## src/rtl/core/cdq_pkg.sv

```systemverilog
// Shared constants, codes and control types for the circular deque block.
package cdq_pkg;

  // Store size and derived widths
  localparam int CAPACITY = 16;
  localparam int CAP_W    = (CAPACITY > 1) ? $clog2(CAPACITY) : 1;
  localparam int CNT_W    = $clog2(CAPACITY + 1);
  localparam int VAL_W    = 32;

  // Request commands
  typedef enum logic [2:0] {
    CMD_PUSH_FRONT = 3'd0,
    CMD_PUSH_BACK  = 3'd1,
    CMD_POP_FRONT  = 3'd2,
    CMD_POP_BACK   = 3'd3,
    CMD_DELETE     = 3'd4,
    CMD_LIST       = 3'd5
  } cmd_t;

  // Result status codes
  typedef enum logic [1:0] {
    ST_OK      = 2'd0,
    ST_FULL    = 2'd1,
    ST_EMPTY   = 2'd2,
    ST_MISSING = 2'd3
  } status_t;

  // Operation broadcast to every cell of the chain
  typedef enum logic [2:0] {
    OP_HOLD       = 3'd0,
    OP_PUSH_FRONT = 3'd1,
    OP_PUSH_BACK  = 3'd2,
    OP_PULL       = 3'd3,
    OP_ROTATE     = 3'd4
  } cell_op_t;

  typedef struct packed {
    cell_op_t                op;
    logic [CAP_W-1:0]        sel;
    logic signed [VAL_W-1:0] value;
  } cell_ctl_t;

endpackage

```

## src/rtl/core/circular_deque_with_value_delete_unit.sv

```systemverilog
// Top level of the bounded deque: command sequencer, cell chain and result register.
//
// Usage: each request on in_* carries a command and a value. Results leave on
// out_* with a status, a listed value (zero except for listing) and a last flag.
// End commands (insert or remove at either end, listing an empty store) are
// worked at once: the request is accepted and its result is loaded into the output
// register at the same edge. Remove-by-value walks the cell chain one cell per
// cycle from the head up to the first match or the tail. Listing emits one entry
// per cycle while the receiver keeps up, rotating the chain, entry_count in all, and
// leaves the order as it was. One request is worked at a time; in_ready is high
// only while the sequencer is idle and the output register is free or draining.
// When the receiver stalls, the result waits in the output register and the
// walk holds in place. Commands 6 and 7 are accepted and give no result.
// Reset (rst_n low, synchronous) empties the store; entry contents are not
// cleared, since only occupied cells are ever read.
module circular_deque_with_value_delete_unit
  import cdq_pkg::*;
(
  input  logic                    clk,
  input  logic                    rst_n,
  input  logic                    in_valid,
  output logic                    in_ready,
  input  logic [2:0]              in_command,
  input  logic signed [VAL_W-1:0] in_element_value,
  output logic                    out_valid,
  input  logic                    out_ready,
  output logic [1:0]              out_status,
  output logic signed [VAL_W-1:0] out_listed_value,
  output logic                    out_last_result
);

  typedef enum logic [2:0] {
    S_IDLE = 3'b001,
    S_SCAN = 3'b010,
    S_LIST = 3'b100
  } state_t;

  state_t                  st_r, st_nxt;
  logic [CNT_W-1:0]        cnt_r, cnt_nxt;
  logic [CNT_W-1:0]        idx_r, idx_nxt;
  logic signed [VAL_W-1:0] key_r;
  logic                    out_valid_r, out_valid_nxt;
  status_t                 out_status_r;
  logic signed [VAL_W-1:0] out_value_r;
  logic                    out_last_r;

  cell_ctl_t               ctl;
  logic signed [VAL_W-1:0] cell_val [CAPACITY];
  logic [CAPACITY-1:0]     cell_hit;

  logic                    out_free;
  logic                    accept;
  logic                    full;
  logic                    empty;
  logic [CNT_W-1:0]        cnt_m1;
  logic                    load_out;
  status_t                 res_status;
  logic signed [VAL_W-1:0] res_value;
  logic                    res_last;

  assign out_free = !out_valid_r || out_ready;
  assign in_ready = (st_r == S_IDLE) && out_free;
  assign accept   = in_valid && in_ready;
  assign full     = (cnt_r == CNT_W'(CAPACITY));
  assign empty    = (cnt_r == '0);
  assign cnt_m1   = cnt_r - CNT_W'(1);

  // Cell chain: entry 0 is the head
  for (genvar i = 0; i < CAPACITY; i++) begin : g_cell
    logic signed [VAL_W-1:0] left_v;
    logic signed [VAL_W-1:0] right_v;
    if (i == 0) begin : g_first
      assign left_v = ctl.value;
    end else begin : g_mid_l
      assign left_v = cell_val[i-1];
    end
    if (i == CAPACITY - 1) begin : g_last
      assign right_v = cell_val[i];
    end else begin : g_mid_r
      assign right_v = cell_val[i+1];
    end
    cdq_cell u_cell (
      .clk       (clk),
      .cell_idx  (CAP_W'(i)),
      .ctl       (ctl),
      .left_val  (left_v),
      .right_val (right_v),
      .head_val  (cell_val[0]),
      .val       (cell_val[i]),
      .hit       (cell_hit[i])
    );
  end

  // Sequence requests and drive the chain
  always_comb begin
    st_nxt     = st_r;
    cnt_nxt    = cnt_r;
    idx_nxt    = idx_r;
    ctl.op     = OP_HOLD;
    ctl.sel    = '0;
    ctl.value  = (st_r == S_IDLE) ? in_element_value : key_r;
    load_out   = 1'b0;
    res_status = ST_OK;
    res_value  = '0;
    res_last   = 1'b1;
    case (st_r)
      S_IDLE: begin
        if (accept) begin
          idx_nxt = '0;
          case (cmd_t'(in_command))
            CMD_PUSH_FRONT: begin
              load_out = 1'b1;
              if (full) begin
                res_status = ST_FULL;
              end else begin
                ctl.op  = OP_PUSH_FRONT;
                cnt_nxt = cnt_r + CNT_W'(1);
              end
            end
            CMD_PUSH_BACK: begin
              load_out = 1'b1;
              if (full) begin
                res_status = ST_FULL;
              end else begin
                ctl.op  = OP_PUSH_BACK;
                ctl.sel = cnt_r[CAP_W-1:0];
                cnt_nxt = cnt_r + CNT_W'(1);
              end
            end
            CMD_POP_FRONT: begin
              load_out = 1'b1;
              if (empty) begin
                res_status = ST_EMPTY;
              end else begin
                ctl.op  = OP_PULL;
                ctl.sel = '0;
                cnt_nxt = cnt_m1;
              end
            end
            CMD_POP_BACK: begin
              load_out = 1'b1;
              if (empty) res_status = ST_EMPTY;
              else       cnt_nxt    = cnt_m1;
            end
            CMD_DELETE: begin
              st_nxt = S_SCAN;
            end
            CMD_LIST: begin
              if (empty) begin
                load_out   = 1'b1;
                res_status = ST_EMPTY;
              end else begin
                st_nxt = S_LIST;
              end
            end
            default: ;
          endcase
        end
      end
      S_SCAN: begin
        if (idx_r >= cnt_r) begin
          // walked past the tail: value absent
          if (out_free) begin
            load_out   = 1'b1;
            res_status = ST_MISSING;
            st_nxt     = S_IDLE;
          end
        end else if (cell_hit[idx_r[CAP_W-1:0]]) begin
          // close the gap at the first match
          if (out_free) begin
            load_out = 1'b1;
            ctl.op   = OP_PULL;
            ctl.sel  = idx_r[CAP_W-1:0];
            cnt_nxt  = cnt_m1;
            st_nxt   = S_IDLE;
          end
        end else begin
          idx_nxt = idx_r + CNT_W'(1);
        end
      end
      S_LIST: begin
        // emit the head, then rotate it to the tail
        if (out_free) begin
          load_out  = 1'b1;
          res_value = cell_val[0];
          res_last  = (idx_r == cnt_m1);
          ctl.op    = OP_ROTATE;
          ctl.sel   = cnt_m1[CAP_W-1:0];
          idx_nxt   = idx_r + CNT_W'(1);
          if (idx_r == cnt_m1) st_nxt = S_IDLE;
        end
      end
      default: st_nxt = S_IDLE;
    endcase
  end

  assign out_valid_nxt = load_out ? 1'b1 : (out_ready ? 1'b0 : out_valid_r);

  // Control registers
  always_ff @(posedge clk) begin
    if (!rst_n) begin
      st_r        <= S_IDLE;
      cnt_r       <= '0;
      idx_r       <= '0;
      out_valid_r <= 1'b0;
    end else begin
      st_r        <= st_nxt;
      cnt_r       <= cnt_nxt;
      idx_r       <= idx_nxt;
      out_valid_r <= out_valid_nxt;
    end
  end

  // Payload registers
  always_ff @(posedge clk) begin
    if (accept) key_r <= in_element_value;
    if (load_out) begin
      out_status_r <= res_status;
      out_value_r  <= res_value;
      out_last_r   <= res_last;
    end
  end

  assign out_valid        = out_valid_r;
  assign out_status       = out_status_r;
  assign out_listed_value = out_value_r;
  assign out_last_result  = out_last_r;

  // Checks
  a_cnt_bound: assert property (@(posedge clk) disable iff (!rst_n)
    cnt_r <= CNT_W'(CAPACITY))
    else $error("entry count above capacity");

  a_cnt_step: assert property (@(posedge clk) disable iff (!rst_n)
    $past(rst_n) |-> (cnt_r == $past(cnt_r) || cnt_r == $past(cnt_r) + CNT_W'(1) ||
                      cnt_r == $past(cnt_r) - CNT_W'(1)))
    else $error("entry count moved by more than one");

  a_list_keeps: assert property (@(posedge clk) disable iff (!rst_n)
    (st_r == S_LIST) |=> (cnt_r == $past(cnt_r)))
    else $error("listing changed the entry count");

  a_zero_value: assert property (@(posedge clk) disable iff (!rst_n)
    (out_valid_r && out_status_r != ST_OK) |-> (out_value_r == '0))
    else $error("error result carries a value");

  a_scan_bound: assert property (@(posedge clk) disable iff (!rst_n)
    (st_r == S_SCAN) |-> (idx_r <= cnt_r))
    else $error("search walked past the tail");

endmodule

```

## src/rtl/core/cdq_cell.sv

```systemverilog
// One storage cell of the deque chain: holds one entry and trades it with its neighbors.
module cdq_cell
  import cdq_pkg::*;
(
  input  logic                    clk,
  input  logic [CAP_W-1:0]        cell_idx,
  input  cell_ctl_t               ctl,
  input  logic signed [VAL_W-1:0] left_val,
  input  logic signed [VAL_W-1:0] right_val,
  input  logic signed [VAL_W-1:0] head_val,
  output logic signed [VAL_W-1:0] val,
  output logic                    hit
);

  logic signed [VAL_W-1:0] val_r;
  logic signed [VAL_W-1:0] val_nxt;

  // Pick the next entry from the broadcast operation
  always_comb begin
    val_nxt = val_r;
    case (ctl.op)
      OP_HOLD:       val_nxt = val_r;
      OP_PUSH_FRONT: val_nxt = left_val;
      OP_PUSH_BACK: begin
        if (cell_idx == ctl.sel) val_nxt = ctl.value;
      end
      OP_PULL: begin
        if (cell_idx >= ctl.sel) val_nxt = right_val;
      end
      OP_ROTATE: begin
        if (cell_idx == ctl.sel) val_nxt = head_val;
        else                     val_nxt = right_val;
      end
      default: val_nxt = val_r;
    endcase
  end

  // Hold the entry
  always_ff @(posedge clk) begin
    val_r <= val_nxt;
  end

  assign val = val_r;
  assign hit = (val_r == ctl.value);

endmodule

```

## config.mk

```make
export PLATFORM = sky130hd
export DESIGN_NAME = circular_deque_with_value_delete_unit
export DESIGN_NICKNAME = d
export VERILOG_FILES = /design/src/rtl/core/cdq_pkg.sv /design/src/rtl/core/circular_deque_with_value_delete_unit.sv /design/src/rtl/core/cdq_cell.sv
export SDC_FILE = /design/constraint.sdc
export NUM_CORES = 2
export LEC_CHECK = 0
export BUFFER_PORTS_ARGS = -buffer_cell sky130_fd_sc_hd__buf_4
export CAP_MARGIN = 20
export CORE_ASPECT_RATIO = 1.75
export CORE_MARGIN = 10
export CORE_UTILIZATION = 25
export CTS_CLUSTER_DIAMETER = 120
export CTS_CLUSTER_SIZE = 30
export DETAILED_ROUTE_END_ITERATION = 8
export SYNTH_ARGS = -nofsm -noshare
export SYNTH_HDL_FRONTEND = slang
export SYNTH_HIERARCHICAL = 1
export SYNTH_SLANG_ARGS = --single-unit
```

## constraint.sdc

```tcl
create_clock -name clk -period 20.9 [get_ports clk]
set_clock_uncertainty 0.2 [all_clocks]
set_input_delay 2.09 -clock clk [delete_from_list [all_inputs] [get_ports clk]]
set_output_delay 2.09 -clock clk [all_outputs]
set_load 0.01 [all_outputs]
```

==> impl_metrics.env <==
export IMPL_seq_area_um2=17670
export IMPL_hold_path_class="flip-flop to flip-flop"
export IMPL_cp_required_ns=21.08
export IMPL_grt_pass1_wl_mm=263.3
export IMPL_synth_edf_count=579
export IMPL_cts_buffer_depth=3
export IMPL_slowest_stage="nor4_1"
export IMPL_async_flop_share_pct=0
export IMPL_drt_wl_total_mm=177.8
export IMPL_cts_root_buf="clkbuf_16"
export IMPL_antenna_found_initial=2
export IMPL_slew_violations=0
export IMPL_viasPerCell=5.541
export IMPL_finalCritPeriodShare_pct=49.55
export IMPL_clock_latency_ns=0.66
export IMPL_period_minus_slack_ns=10.36
export IMPL_post_cts_resized=0
export IMPL_path_max_fanout=81
export IMPL_cp_arrival_ns=10.54
export IMPL_max_slew_margin_pct=21.40
export IMPL_fillers=20510
export IMPL_boundaryPins=76
export IMPL_core_region_area_um2=194100
export IMPL_setup_viol=0
export IMPL_drc_errors=0
export IMPL_hold_violations=0
export IMPL_crit_top_cell="buf_4"
export IMPL_multiInputGateArea_um2=28730
export IMPL_wl_per_cell_um=24.26
export IMPL_ir_worst_vdd_uv=66.69
export IMPL_yosys_register_bits=593
export IMPL_seq_area_frac_synth_pct=36.21
export IMPL_synth_main_ff_cell="edfxtp_1"
export IMPL_die_w_um=354.0
export IMPL_clkSinkCount=593
export IMPL_grt_max_degree=92
export IMPL_cap_violations=0
export IMPL_start_util_pct=25.14
export IMPL_vias=40610
export IMPL_rsz0062_at_grt="no"
export IMPL_die_h_um=604.4
export IMPL_tns_ns=0
export IMPL_holdBufCountCts=0
export IMPL_power_density_nw_per_um2=75.50
export IMPL_cts_tree="built"
export IMPL_num_rows=214
export IMPL_cp_cell_sequence="buf_4, mux2_2, buf_4, xor2_1, nor4_1, nand4_1, nor2_1, mux4_1, o22a_1, a22oi_4, nor2_1, a21o_4, buf_4, buf_4, buf_4, buf_4, mux2_2, a21oi_1, a22oi_1"
export IMPL_post_cts_buffers=0
export IMPL_p_leak_nw=19.22
export IMPL_portBuffers=75
export IMPL_crit_type="input port to flip-flop"
export IMPL_syn_to_final_growth_pct=6.811
export IMPL_layout_nets=4836
export IMPL_fin_area_um2=52120
export IMPL_ant_nets=0
export IMPL_clock_fmax_ghz=0.09656
export IMPL_numCtsBuffers=23
export IMPL_cp_start_kind="input port"
export IMPL_grt_overflow=0
export IMPL_yosysWarnings=6
export IMPL_syn_area_um2=48790
export IMPL_holdWs_ns=0.3692
export IMPL_tightest_slew_ns=1.168
export IMPL_gp_congestion=0.9068
export IMPL_synth_distinct_cells=62
export IMPL_p_total_mw=3.935
export IMPL_drive_gt1_share_pct=7.946
export IMPL_grt_pass1_vias=42060
export IMPL_outcome="finished, final reports clean"
export IMPL_synthCells=4862
export IMPL_synth_avg_cell_area_um2=10.04
export IMPL_most_common_layout_cells="991 x o21a_1, 579 x edfxtp_1, 517 x mux2i_1"
export IMPL_dieArea_um2=213900
export IMPL_clk_pin_slew_ns=0.13
export IMPL_final_util_pct=26.85
export IMPL_dr_pass1_iters=6
export IMPL_dp_hpwl_mm=129.3
export IMPL_grt_total_usage_pct=15.60
export IMPL_post_dp_cell_area_um2=51460
export IMPL_slowest_delay_ns=0.95
export IMPL_cts_max_level=1
export IMPL_end_kind="flip-flop"
export IMPL_detailedRoute_firstIterationViolations=3150
export IMPL_layout_commonest_cell="o21a_1"
[critical path, delay by kind of cell]
| kind | cells | cell delay (ns) |
|---|---|---|
| buf+inv | 6 | 3.62 |
| xor+xnor | 1 | 0.24 |
| mux | 3 | 1.03 |
| simple gates | 4 | 2.23 |
| compound gates | 5 | 1.00 |
[cells in the mapped netlist (all sizes together), types with 4 or more instances]
cell type | count | area share (%)
a22oi | 34 | 0.55
mux2i | 517 | 11
a21oi | 41 | 0.43
nor2 | 37 | 0.28
nand4 | 50 | 0.85
inv | 107 | 0.82
or2 | 17 | 0.22
xnor2 | 4 | 0.072
o311ai | 30 | 0.54
nand2 | 29 | 0.30
or3 | 5 | 0.064
a31oi | 7 | 0.090
buf | 303 | 4.3
o21a | 991 | 15
o22ai | 483 | 6.2
nor3 | 9 | 0.10
clkbuf | 112 | 0.90
nand2b | 36 | 0.46
mux2 | 67 | 1.6
nand3b | 4 | 0.062
o21ai | 523 | 5.4
and2 | 34 | 0.44
xor2 | 516 | 9.3
ha | 73 | 1.9
nand3 | 25 | 0.26
nor4 | 128 | 1.6
nor2b | 54 | 0.69
dfxtp | 14 | 0.57
o31ai | 6 | 0.092
edfxtp | 579 | 36
[cell type report]
type / count / area share [%]
multi-input combinational: 3809 / 55.12
sequential: 593 / 33.90
tap: 2592 / 6.223
timing repair buffer: 190 / 2.766
clock buffer: 31 / 1.162
inverter: 107 / 0.7755
clock inverter: 2 / 0.03361
antenna: 4 / 0.01921
[per-stage QoR]
stage	instances	setup slack, ns
after detailed placement	7290	10.10
after global routing	7325	10.43
after global placement	7287	10.17
after CTS	7323	10.83
final	7328	10.54
after floorplan	4924	10.14
[path summary, 6_finish.rpt]
path / depth (start not counted) / slack [ns] / endpoint / startpoint
min: 2 / 0.37 / cnt_r[1] / cnt_r[1]
max reg2reg: 20 / 10.70 / g_cell[0].u_cell/val[11] / st_r[0]
max: 19 / 10.54 / g_cell[0].u_cell/val[11] / in_element_value[3]
min reg2reg: 2 / 0.37 / cnt_r[1] / cnt_r[1]
[layer usage]
layer | wire length (um) | vias up | GRT usage, %
met1 | 57320 | 19960 | 14.05
met5 | 0 | - | 0
met2 | 97670 | 1758 | 30.81
met3 | 7005 | 659 | 1.169
li1 | - | 18230 | -
met4 | 15810 | 0 | 13.62
[report_power, final]
group | internal [mW] | total [mW] | switching (mW)
logic | 0.611 | 1.72 | 1.10
registers | 1.47 | 1.60 | 0.125
clock network | 0.208 | 0.624 | 0.416
[flip-flops by register name (all words and copies together), names as in the netlist]
register,count
out_listed_value,32
st_r,3
key_r,32
out_valid,1
out_last_result,1
g_cell.u_cell/val,512
idx_r,5
out_status,2
cnt_r,5
[logic make-up after synthesis]
group / Yosys count / synth area share (%)
AO/OA/AOI/OAI: 2129 / 28.76
flip-flops: 593 / 36.21
other: 2 / 0.01539
AND/OR/NAND/NOR: 436 / 5.511
adder cells (fa/ha/maj): 73 / 1.872
XOR/XNOR: 520 / 9.334
multiplexers: 587 / 12.32
buffers and inverters: 522 / 5.983
Power figures use the tool's default switching activity.
